===== config.mk =====
export PLATFORM = sky130hd
export DESIGN_NAME = can_error_report_limiter
export DESIGN_NICKNAME = d
export VERILOG_FILES = /design/src/cerl_pkg.sv /design/src/cerl_cfg_regs.sv /design/src/cerl_step.sv /design/src/can_error_report_limiter.sv
export SDC_FILE = /design/constraint.sdc
export NUM_CORES = 1
export LEC_CHECK = 0
export ABC_AREA = 1
export BUFFER_PORTS_ARGS = -buffer_cell sky130_fd_sc_hd__buf_4
export CORE_UTILIZATION = 40
export DETAILED_ROUTE_END_ITERATION = 10
export PLACE_DENSITY_LB_ADDON = 0.25
export SLEW_MARGIN = 0
export SYNTH_ARGS = -nofsm -noshare
export SYNTH_HDL_FRONTEND = slang
export SYNTH_SLANG_ARGS = --single-unit
export TNS_END_PERCENT = 50

===== constraint.sdc =====
create_clock -name clk -period 5.9 [get_ports clk]
set_input_delay 0.295 -clock clk [delete_from_list [all_inputs] [get_ports clk]]
set_output_delay 0.295 -clock clk [all_outputs]
set_load 0.01 [all_outputs]

===== src/cerl_pkg.sv =====
// Shared types, codes and helpers for the CAN error report limiter.
package cerl_pkg;

    // Width of the application flag word
    localparam int FLAG_WIDTH = 16;
    // Packed snapshot: flags, bus state, back-to-active, tx, rx, protocol code
    localparam int SNAP_WIDTH = FLAG_WIDTH + 2 + 1 + 8 + 8 + 3;

    // Command codes
    localparam logic [1:0] CMD_ASSERT = 2'd0;
    localparam logic [1:0] CMD_POLL   = 2'd1;
    localparam logic [1:0] CMD_CLEAR  = 2'd2;

    // Bus status codes
    localparam logic [1:0] BUS_ACTIVE  = 2'd0;
    localparam logic [1:0] BUS_WARNING = 2'd1;
    localparam logic [1:0] BUS_PASSIVE = 2'd2;
    localparam logic [1:0] BUS_OFF     = 2'd3;

    // Protocol error codes with special meaning
    localparam logic [2:0] PROTO_NONE      = 3'd0;
    localparam logic [2:0] PROTO_NO_CHANGE = 3'd7;

    // Configuration register indexes
    localparam logic [1:0] REG_REPORT_ENABLE  = 2'd0;
    localparam logic [1:0] REG_SHORT_INTERVAL = 2'd1;
    localparam logic [1:0] REG_LONG_INTERVAL  = 2'd2;

    // Configuration reset values
    localparam logic [15:0] SHORT_INTERVAL_RESET = 16'd100;
    localparam logic [15:0] LONG_INTERVAL_RESET  = 16'd3000;

    typedef struct packed {
        logic [1:0]            cmd;
        logic [FLAG_WIDTH-1:0] flag_bits;
        logic                  urgent;
        logic                  bus_open;
        logic                  warn_flag;
        logic                  passive_flag;
        logic                  busoff_flag;
        logic [2:0]            data_phase_error;
        logic [2:0]            arb_phase_error;
        logic [7:0]            tx_errors;
        logic [7:0]            rx_errors;
        logic [31:0]           tick_ms;
    } cerl_item_t;

    typedef struct packed {
        logic                  report_enable;
        logic [15:0]           short_interval;
        logic [15:0]           long_interval;
    } cerl_cfg_t;

    typedef struct packed {
        logic [FLAG_WIDTH-1:0] flags;
        logic [1:0]            bus_state;
        logic                  back_active;
        logic [7:0]            tx_count;
        logic [7:0]            rx_count;
        logic [2:0]            proto_code;
        logic [SNAP_WIDTH-1:0] prev_snapshot;
        logic [31:0]           prev_tick;
        logic                  urgent_pending;
    } cerl_state_t;

    typedef struct packed {
        logic                  report_due;
        logic [FLAG_WIDTH-1:0] flags;
        logic [1:0]            bus_state;
        logic                  back_active;
        logic [7:0]            tx_errors;
        logic [7:0]            rx_errors;
        logic [2:0]            proto_error;
    } cerl_result_t;

    // Pack the current snapshot, flags in the low bits
    function automatic logic [SNAP_WIDTH-1:0] pack_snapshot(
        input logic [FLAG_WIDTH-1:0] flags,
        input logic [1:0]            bus_state,
        input logic                  back_active,
        input logic [7:0]            tx_count,
        input logic [7:0]            rx_count,
        input logic [2:0]            proto_code
    );
        return {proto_code, rx_count, tx_count, back_active, bus_state, flags};
    endfunction

    // A protocol code that names a real error
    function automatic logic proto_valid(input logic [2:0] code);
        return (code != PROTO_NONE) && (code != PROTO_NO_CHANGE);
    endfunction

endpackage


===== src/cerl_cfg_regs.sv =====
// Configuration register file of the CAN error report limiter.
module cerl_cfg_regs
    import cerl_pkg::*;
(
    input  logic        clk,
    input  logic        rst_n,
    input  logic        cfg_valid,
    output logic        cfg_ready,
    input  logic [1:0]  cfg_index,
    input  logic [15:0] cfg_data,
    output cerl_cfg_t   cfg
);

    logic        report_enable_reg;
    logic [15:0] short_interval_reg;
    logic [15:0] long_interval_reg;

    // Writes are always taken
    assign cfg_ready = 1'b1;

    // Register writes; an index past the list is dropped
    always_ff @(posedge clk or negedge rst_n)
    begin
        if (!rst_n)
        begin
            report_enable_reg  <= 1'b1;
            short_interval_reg <= SHORT_INTERVAL_RESET;
            long_interval_reg  <= LONG_INTERVAL_RESET;
        end
        else if (cfg_valid)
        begin
            unique case (cfg_index)
                REG_REPORT_ENABLE:  report_enable_reg  <= cfg_data[0];
                REG_SHORT_INTERVAL: short_interval_reg <= cfg_data;
                REG_LONG_INTERVAL:  long_interval_reg  <= cfg_data;
                default: ;
            endcase
        end
    end

    assign cfg.report_enable  = report_enable_reg;
    assign cfg.short_interval = short_interval_reg;
    assign cfg.long_interval  = long_interval_reg;

endmodule


===== src/cerl_step.sv =====
// Next-state and report decision for one word of the CAN error report limiter.
module cerl_step
    import cerl_pkg::*;
(
    input  cerl_item_t   item,
    input  cerl_cfg_t    cfg,
    input  cerl_state_t  state,
    output cerl_state_t  state_next,
    output cerl_result_t result
);

    logic [1:0]            bus_next;
    logic [1:0]            prev_bus;
    logic                  back_next;
    logic [2:0]            proto_next;
    logic [SNAP_WIDTH-1:0] snap_next;
    logic [31:0]           elapsed;
    logic                  poll_live;
    logic                  report;

    assign prev_bus  = state.prev_snapshot[FLAG_WIDTH +: 2];
    assign poll_live = (item.cmd == CMD_POLL) && cfg.report_enable && item.bus_open;
    assign elapsed   = item.tick_ms - state.prev_tick;

    // Sampled snapshot fields for a live poll
    always_comb
    begin
        bus_next = state.bus_state;
        if (item.warn_flag)
            bus_next = BUS_WARNING;
        if (item.passive_flag)
            bus_next = BUS_PASSIVE;
        if (item.busoff_flag)
            bus_next = BUS_OFF;

        back_next = state.back_active
                    | ((bus_next == BUS_ACTIVE) && (prev_bus != BUS_ACTIVE));

        // First error latches; arbitration phase wins over data phase
        proto_next = state.proto_code;
        if (state.proto_code == PROTO_NONE)
        begin
            if (proto_valid(item.data_phase_error))
                proto_next = item.data_phase_error;
            if (proto_valid(item.arb_phase_error))
                proto_next = item.arb_phase_error;
        end
    end

    assign snap_next = pack_snapshot(state.flags, bus_next, back_next,
                                     item.tx_errors, item.rx_errors, proto_next);

    // Report decision
    always_comb
    begin
        priority if (state.urgent_pending)
            report = 1'b1;
        else if (snap_next == '0)
            report = 1'b0;
        else if ((bus_next == BUS_OFF) && (prev_bus != BUS_OFF))
            report = 1'b1;
        else if (elapsed < {16'd0, cfg.short_interval})
            report = 1'b0;
        else if (snap_next != state.prev_snapshot)
            report = 1'b1;
        else
            report = elapsed >= {16'd0, cfg.long_interval};
    end

    // State update by command
    always_comb
    begin
        state_next = state;
        unique case (item.cmd)
            CMD_ASSERT:
            begin
                state_next.flags = state.flags | item.flag_bits;
                if (item.urgent)
                    state_next.urgent_pending = 1'b1;
            end
            CMD_POLL:
            begin
                if (poll_live)
                begin
                    state_next.bus_state      = bus_next;
                    state_next.back_active    = back_next;
                    state_next.tx_count       = item.tx_errors;
                    state_next.rx_count       = item.rx_errors;
                    state_next.proto_code     = proto_next;
                    state_next.urgent_pending = 1'b0;
                    if (report)
                    begin
                        state_next.prev_snapshot = snap_next;
                        state_next.prev_tick     = item.tick_ms;
                    end
                end
            end
            CMD_CLEAR:
            begin
                state_next.flags       = '0;
                state_next.bus_state   = BUS_ACTIVE;
                state_next.back_active = 1'b0;
                state_next.tx_count    = '0;
                state_next.rx_count    = '0;
                state_next.proto_code  = PROTO_NONE;
            end
            default: ;
        endcase
    end

    // Result shows the snapshot after the word is applied
    assign result.report_due  = poll_live && report;
    assign result.flags       = state_next.flags;
    assign result.bus_state   = state_next.bus_state;
    assign result.back_active = state_next.back_active;
    assign result.tx_errors   = state_next.tx_count;
    assign result.rx_errors   = state_next.rx_count;
    assign result.proto_error = state_next.proto_code;

endmodule


===== src/can_error_report_limiter.sv =====
// CAN error report limiter for one channel: decides when the error state is reported.
//
// Channels: input words (cmd and fields) on in_valid/in_ready, one result word per
// input word on out_valid/out_ready, register writes on cfg_valid/cfg_ready with
// cfg_index (0 report_enable, 1 short_interval, 2 long_interval) and cfg_data.
// cfg_ready is always high; writes belong in idle periods.
// Path: a word accepted into the input stage register is processed combinationally, and
// its result word is registered in the output register once that register is free or
// being taken; the receiver takes it from there on out_valid/out_ready.
// Throughput: one word per cycle while the output is not stalled; the snapshot state
// updates through one subtract and a few compares between the input and output registers.
// Stall: when out_ready is low the result word holds, the input stage holds one
// more word, and in_ready drops once both are full. No word is lost or repeated.
// Reset: snapshot, last report copy, urgent request and handshake state clear;
// report_enable resets to 1, short_interval to 100, long_interval to 3000.
module can_error_report_limiter
    import cerl_pkg::*;
(
    input  logic                  clk,
    input  logic                  rst_n,
    // Configuration
    input  logic                  cfg_valid,
    output logic                  cfg_ready,
    input  logic [1:0]            cfg_index,
    input  logic [15:0]           cfg_data,
    // Input words
    input  logic                  in_valid,
    output logic                  in_ready,
    input  logic [1:0]            cmd,
    input  logic [FLAG_WIDTH-1:0] flag_bits,
    input  logic                  urgent,
    input  logic                  bus_open,
    input  logic                  warn_flag,
    input  logic                  passive_flag,
    input  logic                  busoff_flag,
    input  logic [2:0]            data_phase_error,
    input  logic [2:0]            arb_phase_error,
    input  logic [7:0]            tx_errors,
    input  logic [7:0]            rx_errors,
    input  logic [31:0]           tick_ms,
    // Result words
    output logic                  out_valid,
    input  logic                  out_ready,
    output logic                  report_due,
    output logic [FLAG_WIDTH-1:0] out_flags,
    output logic [1:0]            out_bus_state,
    output logic                  out_back_active,
    output logic [7:0]            out_tx_errors,
    output logic [7:0]            out_rx_errors,
    output logic [2:0]            out_proto_error
);

    cerl_cfg_t    cfg;
    cerl_item_t   item_reg;
    logic         item_valid_reg;
    cerl_state_t  state_reg;
    cerl_state_t  state_next;
    cerl_result_t step_result;
    cerl_result_t result_reg;
    logic         out_valid_reg;
    logic         out_load;
    logic         in_take;

    cerl_cfg_regs u_cfg_regs (
        .clk       (clk),
        .rst_n     (rst_n),
        .cfg_valid (cfg_valid),
        .cfg_ready (cfg_ready),
        .cfg_index (cfg_index),
        .cfg_data  (cfg_data),
        .cfg       (cfg)
    );

    cerl_step u_step (
        .item       (item_reg),
        .cfg        (cfg),
        .state      (state_reg),
        .state_next (state_next),
        .result     (step_result)
    );

    // Handshake: the input stage moves on when the output register is free
    assign out_load = item_valid_reg && (!out_valid_reg || out_ready);
    assign in_ready = !item_valid_reg || out_load;
    assign in_take  = in_valid && in_ready;

    // Input stage valid
    always_ff @(posedge clk or negedge rst_n)
    begin
        if (!rst_n)
            item_valid_reg <= 1'b0;
        else if (in_ready)
            item_valid_reg <= in_valid;
    end

    // Input stage payload
    always_ff @(posedge clk)
    begin
        if (in_take)
        begin
            item_reg.cmd              <= cmd;
            item_reg.flag_bits        <= flag_bits;
            item_reg.urgent           <= urgent;
            item_reg.bus_open         <= bus_open;
            item_reg.warn_flag        <= warn_flag;
            item_reg.passive_flag     <= passive_flag;
            item_reg.busoff_flag      <= busoff_flag;
            item_reg.data_phase_error <= data_phase_error;
            item_reg.arb_phase_error  <= arb_phase_error;
            item_reg.tx_errors        <= tx_errors;
            item_reg.rx_errors        <= rx_errors;
            item_reg.tick_ms          <= tick_ms;
        end
    end

    // Snapshot state advances with each processed word
    always_ff @(posedge clk or negedge rst_n)
    begin
        if (!rst_n)
            state_reg <= '0;
        else if (out_load)
            state_reg <= state_next;
    end

    // Output register valid
    always_ff @(posedge clk or negedge rst_n)
    begin
        if (!rst_n)
            out_valid_reg <= 1'b0;
        else if (out_load)
            out_valid_reg <= 1'b1;
        else if (out_ready)
            out_valid_reg <= 1'b0;
    end

    // Output register payload
    always_ff @(posedge clk)
    begin
        if (out_load)
            result_reg <= step_result;
    end

    assign out_valid       = out_valid_reg;
    assign report_due      = result_reg.report_due;
    assign out_flags       = result_reg.flags;
    assign out_bus_state   = result_reg.bus_state;
    assign out_back_active = result_reg.back_active;
    assign out_tx_errors   = result_reg.tx_errors;
    assign out_rx_errors   = result_reg.rx_errors;
    assign out_proto_error = result_reg.proto_error;

`ifndef SYNTHESIS
    // A shown report matches the stored last-report copy
    assert property (@(posedge clk) disable iff (!rst_n)
        (out_valid_reg && result_reg.report_due) |->
        (state_reg.prev_snapshot == pack_snapshot(result_reg.flags, result_reg.bus_state,
            result_reg.back_active, result_reg.tx_errors, result_reg.rx_errors,
            result_reg.proto_error)))
        else $error("reported word differs from last-report copy");

    // An urgent request is only consumed by a reporting poll
    assert property (@(posedge clk) disable iff (!rst_n)
        $fell(state_reg.urgent_pending) |-> (out_valid_reg && result_reg.report_due))
        else $error("urgent request dropped without a report");

    // No report is produced while reporting is disabled
    assert property (@(posedge clk) disable iff (!rst_n)
        (out_load && !cfg.report_enable) |=> !result_reg.report_due)
        else $error("report issued while reporting disabled");
`endif

endmodule

Word-level counts from Yosys, hierarchy flattened
Index checks and enable logic that the tools add are counted.

storage, ports and cells
  latch bits = 0
  output and inout bits = 42
  word-level logic and storage cells = 96
  bits in read-only memories = 0
  register bits = 260
  input port bits = 100
  bits in writable memories = 0
  memories kept = 0

cells by class
  add/subtract/negate cells = 1
  divide/modulo/power cells = 0
  muxes and demuxes = 19
  multipliers = 0
  reduce and logical (&&, ||, !) cells = 28
  eq/ne operators = 11
  $lt $le $gt $ge = 2
  shift operators = 0
  bitwise logic cells = 2

operators with widths
  operator                                             number
  two-way mux 93 bit                                   1
  two-way mux 70 bit                                   1
  one-hot mux 22 bit (2 select lines)                  1
  zero test 38 bit                                     1
  != test 38 bit                                       1
  greater-or-equal comparator 32 x 16 -> 1 bit         1
  less-than comparator 32 x 16 -> 1 bit                1
  one-hot mux 16 bit (2 select lines)                  1
  subtractor 32 bit                                    1
  bitwise OR 16 bit                                    1
  logical AND 1 bit                                    9
  two-way mux 3 bit                                    3
  two-way mux 1 bit                                    8
  AND reduction 4 bit                                  2
  equality test 2 bit, second input constant           3
  zero test 2 bit                                      3
  two-way mux 2 bit                                    3
  != test 3 bit, second input constant                 2
  AND reduction 2 bit                                  3
  nonzero test 2 bit                                   3
  nonzero test 3 bit                                   2
  equality test 2 x 1 -> 1 bit, second input constant  2
  != test 2 bit, second input constant                 2
  zero test 3 bit                                      1
  other kinds (5)                                      7

Longest topological paths before layout
Gate-level depths: netlist (run 1).

  depth in word-level cells = 15
  depth in mapped cells = 30

Cells and area by module
Synthesis (run 1) repeated with hierarchy kept, for this count alone.

unflattened totals
  cells, all modules = 2078
  area, all modules = 15859.0 sq um

by module, submodules not included
  module                    cells each  area each (sq um)  times used
  can_error_report_limiter  599         7872.6             1
  cerl_step                 1326        6301.0             1
  cerl_cfg_regs             153         1685.4             1

Least setup slack after synthesis (run 1)
No wires, ideal clock.

  kind = register to register
  start point = reg item_reg[0] (netlist bit)
  end point = reg state_reg[50] (netlist bit)
  clock period less this slack = 3109 ps
  required time = 5834 ps
  arrival = 3043 ps
  slack = 2791 ps
  cell stages (with the launch flop) = 27
  setup time = 66 ps
  path through = edfxtp_1 inv_1 ha_1 fa_1 inv_1 nand2_1 nand3_1 nand2_1 nand2_1 xor2_1 ha_1 nand3_1 nand3_1 nor2_1 nand3_1 nor2_1 nand2_1 nor2_1 nand3_1 nand2_1 nand3_1 nand2_1 nand2_2 nand3_4 buf_6 nand2_1 nand2_1

on the way
  word-level cells in the longest chain between the ends = 8

ends and longest elaborated chain
  what                                          line                             text
  start: declaration                            can_error_report_limiter.sv:54   cerl_item_t item_reg;
  subtractor 32 bit (*)                         cerl_step.sv:23                  assign elapsed = item.tick_ms - state.prev_tick;
  greater-or-equal comparator 32 x 16 -> 1 bit  cerl_step.sv:67                  report = elapsed >= {16'd0, cfg.long_interval};
  two-way mux 1 bit                             cerl_step.sv:64                  else if (snap_next != state.prev_snapshot)
  two-way mux 1 bit (*)                         cerl_step.sv:62                  else if (elapsed < {16'd0, cfg.short_interval})
  two-way mux 1 bit (*)                         cerl_step.sv:60                  else if ((bus_next == BUS_OFF) && (prev_bus != BUS_OFF))
  two-way mux 1 bit (*)                         cerl_step.sv:58                  else if (snap_next == '0)
  two-way mux 1 bit (*)                         cerl_step.sv:56                  priority if (state.urgent_pending)
  AND reduction 4 bit (no line) (*)             n/a
  end signal: assignment                        can_error_report_limiter.sv:122  state_reg <= state_next;
  end: declaration                              can_error_report_limiter.sv:56   cerl_state_t state_reg;

Every way passes the cells marked *; elsewhere a longest branch is shown, timed or not.
A chain may end at the register's enable or synchronous reset.

Final worst setup path (run 1)
  start point = reg item_reg[13] (netlist bit)
  end point = reg state_reg[12] (netlist bit)

The elaborated chain is that of the path after synthesis.

==> results of run 1 <==
## per-stage QoR
step	utilization (%)	power, mW	std cells	hold slack [ns]
after floorplan	-	3.35	1647	-0.000591
after global placement	45.1	3.85	2194	0.329
after detailed placement	45.1	3.88	2194	0.334
after CTS	50.7	5.80	2342	0.00524
after global routing	50.7	6.11	2342	0.0267
final	50.7	5.73	2342	0.0308
## power groups by stage
stage	Sequential (mW)	Combinational (mW)	Clock [mW]
after floorplan	2.36	0.994	0
after global placement	2.39	1.47	0
after detailed placement	2.38	1.50	0
after CTS	2.36	1.56	1.88
after global routing	2.39	1.77	1.95
final	2.36	1.54	1.83
## kinds of logic (layout without fill, tap and decap cells)
group,count (synthesis),in the layout,share of synthesized area [%]
and+or+nand+nor,798,798,24.4
xor gates and xnor gates,31,31,1.98
adders and majority gates,66,66,6.06
other,1,1,0.0273
AOI/OAI and AO/OA,185,185,7.05
buffers and inverters,306,553,8.83
DFF,260,260,51.7
## area by class of cell
cell class,count,area share [%]
multi-input combinational,1081,31.8
clock buffer,38,4.75
inverter,256,5.63
clock inverter,16,0.864
sequential,260,41.6
timing repair buffer,243,12.1
tap,448,3.28
## routing by layer
layer / vias up / share of wire, % / GRT usage (%)
met5: - / 0 / 0
met4: 0 / 2.7 / 6.05
met3: 65 / 4.4 / 3.10
met2: 261 / 47 / 35.0
met1: 5429 / 46 / 28.5
li1: 5774 / - / -
## critical path: stages, from the launching register on
cell	delay [ns]
edfxtp_1	0.44
ha_1	0.43
nand2_1	0.12
inv_1	0.08
nand2_1	0.08
nor3_1	0.34
nand2_1	0.09
nand2_1	0.13
xor2_1	0.30
ha_1	0.32
nand3_1	0.10
nand3_1	0.09
nor2_1	0.10
nand3_1	0.08
nor2_1	0.09
nand2_1	0.06
nor2_1	0.08
nand3_1	0.08
nand2_1	0.06
nand3_1	0.09
nand2_1	0.10
nand2_2	0.08
nand3_4	0.55
nand2_1	0.13
nand2_1	0.10
## Yosys cell counts (all sizes together)
cell type	n	area, µm²
edfxtp	116	3480
a31oi	2	12.5
nand3b	1	7.51
a21oi	71	355
dfrtp	133	3330
clkbuf	35	131
nor2	93	352
o31ai	1	7.51
o21bai	3	22.5
nor3	13	70.1
buf	15	121
fa	1	20.0
clkinv	1	3.75
or2	5	31.3
conb	1	3.75
ha	65	813
o211ai	1	7.51
and2	3	18.8
o21ai	93	465
nand2	539	2030
a21o	2	15.0
inv	255	957
dfstp	11	289
a211oi	6	45.0
xnor2	13	114
o22ai	6	37.5
nor4	2	12.5
nand3	55	288
nand4	87	544
xor2	18	158
## worst max path at each step
stage	to	slack (ns)	depth (start not counted)
after floorplan	state_reg[50]	2.79	26
after global placement	state_reg[23]	1.74	24
after detailed placement	state_reg[12]	1.65	24
after CTS	state_reg[58]	1.62	24
after global routing	state_reg[16]	1.22	24
final	state_reg[12]	1.67	24
==> flow_summary.toml, run 1 <==
[outcome]
outcome = "complete, no violations"

[power_and_ir_drop]
p_switching_mw = 1.89
powerDensity_nw_per_um2 = 336
clock_power_share_pct = 31.9
power_frac_comb_pct = 27.0
swShare_pct = 33.0
power_report.internal_total_mw = 3.84
leakage_nw = 8.34
vdd_drop_max_mv = 0.242
seq_power_share_pct = 41.2

[synthesis]
syn_area_per_cell_um2 = 8.34
synth_warnings = 0
synth_cells = 1647
ys_types = 39
syn_area_um2 = 13700
ys_seq_area_share_pct = 51.7
synth_nets = 1813
ys_seq_elements = 260

[floorplan]
core_area_um2 = 33700
pin_count = 142
die_h_um = 187
fp-row-count = 67
dieArea_um2 = 35100
start_util_pct = 40.8
die_w_um = 187

[finish]
layout_commonest_cell = "nand2_1"
final_cell_mix = "538 x nand2_1, 252 x inv_1, 148 x buf_4"
largest_reg_flops = 109
fin_area_um2 = 17100
nets = 2037
final_layout_size_suffix_gt1_share_pct = 11.7
seq_area_um2 = 7100
synthToLayoutAreaGrowth_pct = 24.3
fillers = 3258
multi_input_area_um2 = 5440
n_antenna_cell = 0

[grt]
antenna_found_initial = 0
grt_overflow_total = 0
grt_max_degree = 78
grt_util_all_layers_pct = 21.0
grt_pass1_vias = 11303
grt_pass1_wl_mm = 59.2

[min_path]
min_path_cells = 3
hold_path_class = "primary input to flip-flop"
min-delay-start = "cfg_data[12]"
hold_path_end = "u_cfg_regs.short_interval_reg[12]"

[clock_tree]
h-tree-depth = 1
cts-root-buf = "clkbuf_16"
numCtsBuffers = 29
clk_pin_slew_ns = 0.06
post-cts-setup-buffers = 0
clock_sinks = 260
clock_path_buffers = 3
cts_tree = "built"
ctsHoldBuffers = 94
clkLatencyLatePin_ns = 0.58
cts_resized = 0

[timing]
finalCritPeriodShare_pct = 71.8
setup_viol = 0
fmaxAchievable_mhz = 236
worst_slew_pin_slew_ns = 1.12
setup_slack_ns = 1.67
rsz0062_at_grt = "false"
tns_ns = 0
slew_violations = 0
relSlewSlack_pct = 25.3
fin_crit_ns = 4.23
hold_viol = 0
fin_skew_ns = 0.0104

[critical_path]
ff2ff_path_depth = 24
crit_required_ns = 6.40
r2r-start = "item_reg[13]"
startpoint_type = "flip-flop"
critPathLaunch = "item_reg[13]"
critPathMaxFanout = 70
r2r_slack_ns = 1.67
cp.arrival_ns = 4.74
worst-setup-path-type = "flip-flop to flip-flop"
critPathCaptureType = "flip-flop"
reg2reg_to = "state_reg[12]"

[drt]
drc_errors = 0
routed_via_density = 4.92
vias = 11529
wl_mm = 36.2
drtIter0Drc = 712
ant_nets = 0
drt-pass1-iter-count = 5
wl_per_cell_um = 15.4

[placement]
placed_area_um2 = 15200
dp_hpwl_mm = 25.2
pre_cts_slack_ns = 1.65
port_buffers = 140
gp_congestion = 0.912

[run]
max_cap_viol_count = 0
No activity file was read; power rests on OpenSTA's default activity.
==> inputs of run 2 (changes only) <==
clock period = 3.8 ns   (was 5.9 ns; I/O delays follow)
==> run 2 against run 1 <==
  * Flip-flop and latch count stayed put
  * Total power is 66% higher
  * Clock power is 66% higher
  * Cell area is 7.2% higher
  * Hold slack better by 0.20 ns
  * Routed wire length is 8.2% higher
  * Count of clock-buffer cells in the layout is 4 lower
  * Non-clock buffer count is 55 higher
  * Setup slack worse by 1.6 ns
  * Critical path type unchanged
  * Critical endpoint is now state_reg[5]
  * Largest power group unchanged
==> flow_summary.toml, run 2 (synthesized netlist as in run 1, its figures left out) <==
[clock_tree]
clock_path_buffers = 3
cts_tree = "built"
cts-root-buf = "clkbuf_16"
clock_sinks = 260
h-tree-depth = 1
clkLatencyLatePin_ns = 0.58
numCtsBuffers = 29
clk_pin_slew_ns = 0.06

[finish]
synthToLayoutAreaGrowth_pct = 33.3
utilization_pct = 54.3
final_cell_mix = "489 x nand2_1, 241 x inv_1, 182 x buf_4"
layout_commonest_cell = "nand2_1"
final_layout_size_suffix_gt1_share_pct = 19.2
fillers = 3070
multi_input_area_um2 = 5980
largest_reg_flops = 109
seq_area_um2 = 7100
nets = 2093
n_antenna_cell = 0

[timing]
fin_skew_ns = 0.0183
rsz0062_at_grt = "true"
fin_crit_ns = 3.69
fmaxAchievable_mhz = 271
finalCritPeriodShare_pct = 97.0
relSlewSlack_pct = 25.7
setup_viol = 0
hold_viol = 0
worst_slew_pin_slew_ns = 1.11
slew_violations = 0

[drt]
wl_met3_mm = 2.07
drt-pass1-iter-count = 5
drc_errors = 0
drtIter0Drc = 869
wl_mm = 39.1
ant_nets = 0
vias = 11894
top_layer_used = "met4"
wl_per_cell_um = 16.3
routed_via_density = 4.96
met2_length_mm = 18.5
wl_met1_mm = 17.4

[critical_path]
critPathMaxFanout = 7
crit_path_frequent_cell = "nand2_1"
worst-setup-path-type = "flip-flop to flip-flop"
startpoint_type = "flip-flop"
cp.arrival_ns = 4.21
crit_required_ns = 4.32
ff2ff_path_depth = 27
slowest_delay_ns = 0.47
cpMaxStageDelayCell = "edfxtp_1"
critPathCaptureType = "flip-flop"

[power_and_ir_drop]
total_power_mw = 9.50
vdd_drop_max_mv = 0.460
leakage_nw = 8.75
powerDensity_nw_per_um2 = 519

[floorplan]
die_w_um = 187
dieArea_um2 = 35100
fp-row-count = 67
die_h_um = 187
core_area_um2 = 33700
start_util_pct = 40.8
pin_count = 142

[grt]
grt_util_all_layers_pct = 21.2
antenna_found_initial = 0
grt_max_degree = 88
grt_pass1_vias = 11432
grt_overflow_total = 0
grt_pass1_wl_mm = 59.8

[outcome]
outcome = "complete, no violations"

[min_path]
hold_path_class = "primary input to asynchronous set/reset pin"

[placement]
gp_congestion = 0.887
port_buffers = 140
dp_hpwl_mm = 26.2

[run]
max_cap_viol_count = 0
==> run 2: cell count changes in the layout (fill, tap and decap cells not counted), sizes merged <==
cell | previous run | this run
dlygate4sd3 | 94 | 99
clkinvlp | 0 | 6
buf | 149 | 194
nand3 | 55 | 56
clkbuf | 38 | 39
clkinv | 11 | 8
bufinv | 2 | 5
inv | 259 | 257
==> run 2: per-layer routing <==
metal | vias up | track usage (%)
li1 | 5880 | -
met1 | 5577 | 28.7
met2 | 367 | 34.9
met3 | 70 | 3.19
met4 | 0 | 6.53
met5 | - | 0
==> run 2: worst max-delay path, delay by kind of cell, from the launching register on <==
family | cells | cell delay, ns
simple gates | 19 | 1.54
xor+xnor | 1 | 0.28
fa+ha+maj | 2 | 0.66
buf+inv | 4 | 0.51
compound gates | 1 | 0.16
flops | 1 | 0.47
==> run 2: path summary, 6_finish.rpt <==
check	from	end	slack (ns)
setup / recovery	item_reg[4]	state_reg[5]	0.11
hold / removal	rst_n	u_cfg_regs.short_interval_reg[10]	0.24
setup reg to reg	item_reg[4]	state_reg[5]	0.11
hold reg to reg	state_reg[3]	state_reg[3]	0.47
max in group asynchronous	rst_n	state_reg[28]	2.51
min in group clk	tick_ms[24]	item_reg[24]	0.32
==> run 2: power breakdown <==
part           total (mW)  internal [mW]  switching (mW)
Clock                3.03           1.82            1.21
Sequential           3.68           3.40           0.273
Combinational        2.79           1.14            1.65
Total                9.50           6.37            3.13
==> run 2: final cells by class <==
type	instances	share of cell area, %
Clock inverter	20	1.38
Tap cell	448	3.06
Clock buffer	34	4.28
Inverter	256	5.27
Multi-Input combinational cell	1082	32.6
Sequential cell	260	38.8
Timing Repair Buffer	298	14.6
==> run 2: metrics by stage <==
step | std cells | TNS, ns | instance area [µm²] | hold WS, ns | setup slack [ns]
final | 2398 | 0 | 18300 | 0.235 | 0.115
after global routing | 2398 | -3.78 | 18300 | 0.311 | -0.0789
after CTS | 2366 | 0 | 17400 | 0.279 | 0.00864
after detailed placement | 2213 | -0.0250 | 15400 | 0.313 | -0.00664
after global placement | 2213 | 0 | 15400 | 0.312 | 0.0141
after floorplan | 1647 | 0 | 13700 | -0.106 | 0.691
==> run 2: timing repair <==
item	CTS	global route
setup buffers	0	22
gates resized for setup	3	123
hold buffers	99	0
hold endpoints to repair	190	0
gates cloned	0	10
setup endpoints to repair	70	71
pin swaps	0	46
==> inputs of run 3 (changes only) <==
PLACE_DENSITY_LB_ADDON = not set   (was 0.25)
==> run 3 against run 2 <==
  * Global-route usage hardly changed
  * Sequential share of layout area rose by 0.58 points
  * Critical path depth shrank 5
  * Sequential power hardly changed
  * Clock skew fell by 0.0022 ns
  * Flip-flop and latch count did not move
  * Cell area is 1.5% lower
  * Combinational power decreased by 2%
==> flow_summary.toml, run 3 (synthesized netlist as in run 1, its figures left out) <==
[clock_tree]
h-tree-depth = 1
clk_pin_slew_ns = 0.06
cts_tree = "built"
clock_sinks = 260
cts-root-buf = "clkbuf_16"
clock_path_buffers = 3
clkLatencyLatePin_ns = 0.58
numCtsBuffers = 29

[timing]
finalCritPeriodShare_pct = 94.9
setup_slack_ns = 0.193
tns_ns = 0
fin_crit_ns = 3.61
hold_viol = 0
slew_violations = 0
fin_skew_ns = 0.0161
fmaxAchievable_mhz = 277
relSlewSlack_pct = 26.3
worst_slew_pin_slew_ns = 1.10
setup_viol = 0

[drt]
drc_errors = 0
drtIter0Drc = 786
wl_per_cell_um = 16.0
drt-pass1-iter-count = 5
routed_via_density = 4.93
wl_mm = 38.2
vias = 11767
ant_nets = 0

[grt]
grt_max_degree = 76
grt_pass1_wl_mm = 59.4
antenna_found_initial = 0
grt_util_all_layers_pct = 21.2
grt_overflow_total = 0
grt_pass1_vias = 11287

[finish]
largest_reg_flops = 109
nets = 2080
n_antenna_cell = 0
layout_commonest_cell = "nand2_1"
synthToLayoutAreaGrowth_pct = 31.3
finalNonFillerCells = 2385
final_layout_size_suffix_gt1_share_pct = 17.0
final_cell_mix = "515 x nand2_1, 247 x inv_1, 170 x buf_4"
fillers = 3188

[outcome]
outcome = "complete, no violations"

[placement]
dp_hpwl_mm = 26.6
gp_congestion = 0.936
placed_cells = 2211
pre_cts_slack_ns = 0.0845
port_buffers = 140

[floorplan]
pin_count = 142
die_w_um = 187
die_h_um = 187
start_util_pct = 40.8
fp-row-count = 67
dieArea_um2 = 35100
core_area_um2 = 33700

[power_and_ir_drop]
vdd_drop_max_mv = 0.348
leakage_nw = 8.66
powerDensity_nw_per_um2 = 515
total_power_mw = 9.29

[critical_path]
critPathCaptureType = "flip-flop"
worst-setup-path-type = "flip-flop to flip-flop"
startpoint_type = "flip-flop"
cp.arrival_ns = 4.06
critPathMaxFanout = 10
crit_required_ns = 4.25

[run]
max_cap_viol_count = 0

[min_path]
hold_path_class = "primary input to asynchronous set/reset pin"
[run 3: cell types whose count changed in the layout (fill, tap and decap cells not counted), sizes merged, moves of 2 or more]
cell	previous run	this run
buf	194	183
bufinv	5	2
clkbuf	39	43
clkinvlp	6	4
[run 3: final cells by class]
class	instances	area (µm²)	area share (%)
Clock buffer	40	840	4.65
Clock inverter	14	148	0.818
Inverter	256	962	5.33
Multi-Input combinational cell	1081	5860	32.5
Sequential cell	260	7100	39.4
Tap cell	448	561	3.11
Timing Repair Buffer	286	2570	14.3
[run 3: critical path, cell delays in order (launching register included)]
cell and delay (ns):
edfxtp_1 0.44, ha_4 0.29, a21oi_2 0.21, nand2_1 0.11, inv_1 0.09, nand2_1 0.07, inv_1 0.07, nand2_2 0.09
xor2_4 0.18, buf_4 0.15, ha_1 0.29, nand2_1 0.12, o21ai_2 0.21, a21oi_1 0.06, nand2_1 0.14, nand2_1 0.07
nand3_1 0.08, nand2_1 0.08, nand2_2 0.13, nand3_4 0.23, clkbuf_16 0.29, nand2_1 0.06, nand2_1 0.05
[run 3: metrics by stage]
step / utilization, % / hold WS (ns) / instance area, µm²
after detailed placement: 45.7 / 0.292 / 15400
after global placement: 45.7 / 0.284 / 15400
after CTS: 51.6 / 0.257 / 17400
after floorplan: - / -0.106 / 13700
after global routing: 53.5 / 0.318 / 18000
final: 53.5 / 0.257 / 18000
[run 3: path summary, 6_finish.rpt]
path	cells past startpoint	end	slack, ns	startpoint
worst max-delay path	22	state_reg[15]	0.19	item_reg[14]
worst min-delay path	2	u_cfg_regs.long_interval_reg[6]	0.26	rst_n
worst max register to register	22	state_reg[15]	0.19	item_reg[14]
worst min register to register	2	state_reg[3]	0.47	state_reg[3]
max in group asynchronous	3	u_cfg_regs.long_interval_reg[15]	2.70	rst_n
min in group clk	2	item_reg[73]	0.33	flag_bits[14]
[run 3: metal layers]
layer  vias up  part of all wire [%]  global-route usage (%)  wire, µm
li1       5843                     -                       -         -
met1      5532                    45                    28.7     17000
met2       326                    47                    35.2     18100
met3        66                   5.1                    2.95      1970
met4         0                   3.0                    6.53      1160
met5         -                     0                       0         0
[run 3: what timing repair did]
item,in CTS,in global routing
resized for setup,0,90
endpoints found under the hold margin,175,0
endpoints found under the setup margin,0,70
buffers inserted,0,16
hold buffers,100,0
[run 3: report_power, final]
group | switching (mW) | internal [mW] | total [mW]
Combinational | 1.62 | 1.12 | 2.74
Sequential | 0.268 | 3.40 | 3.67
Clock | 1.19 | 1.69 | 2.88
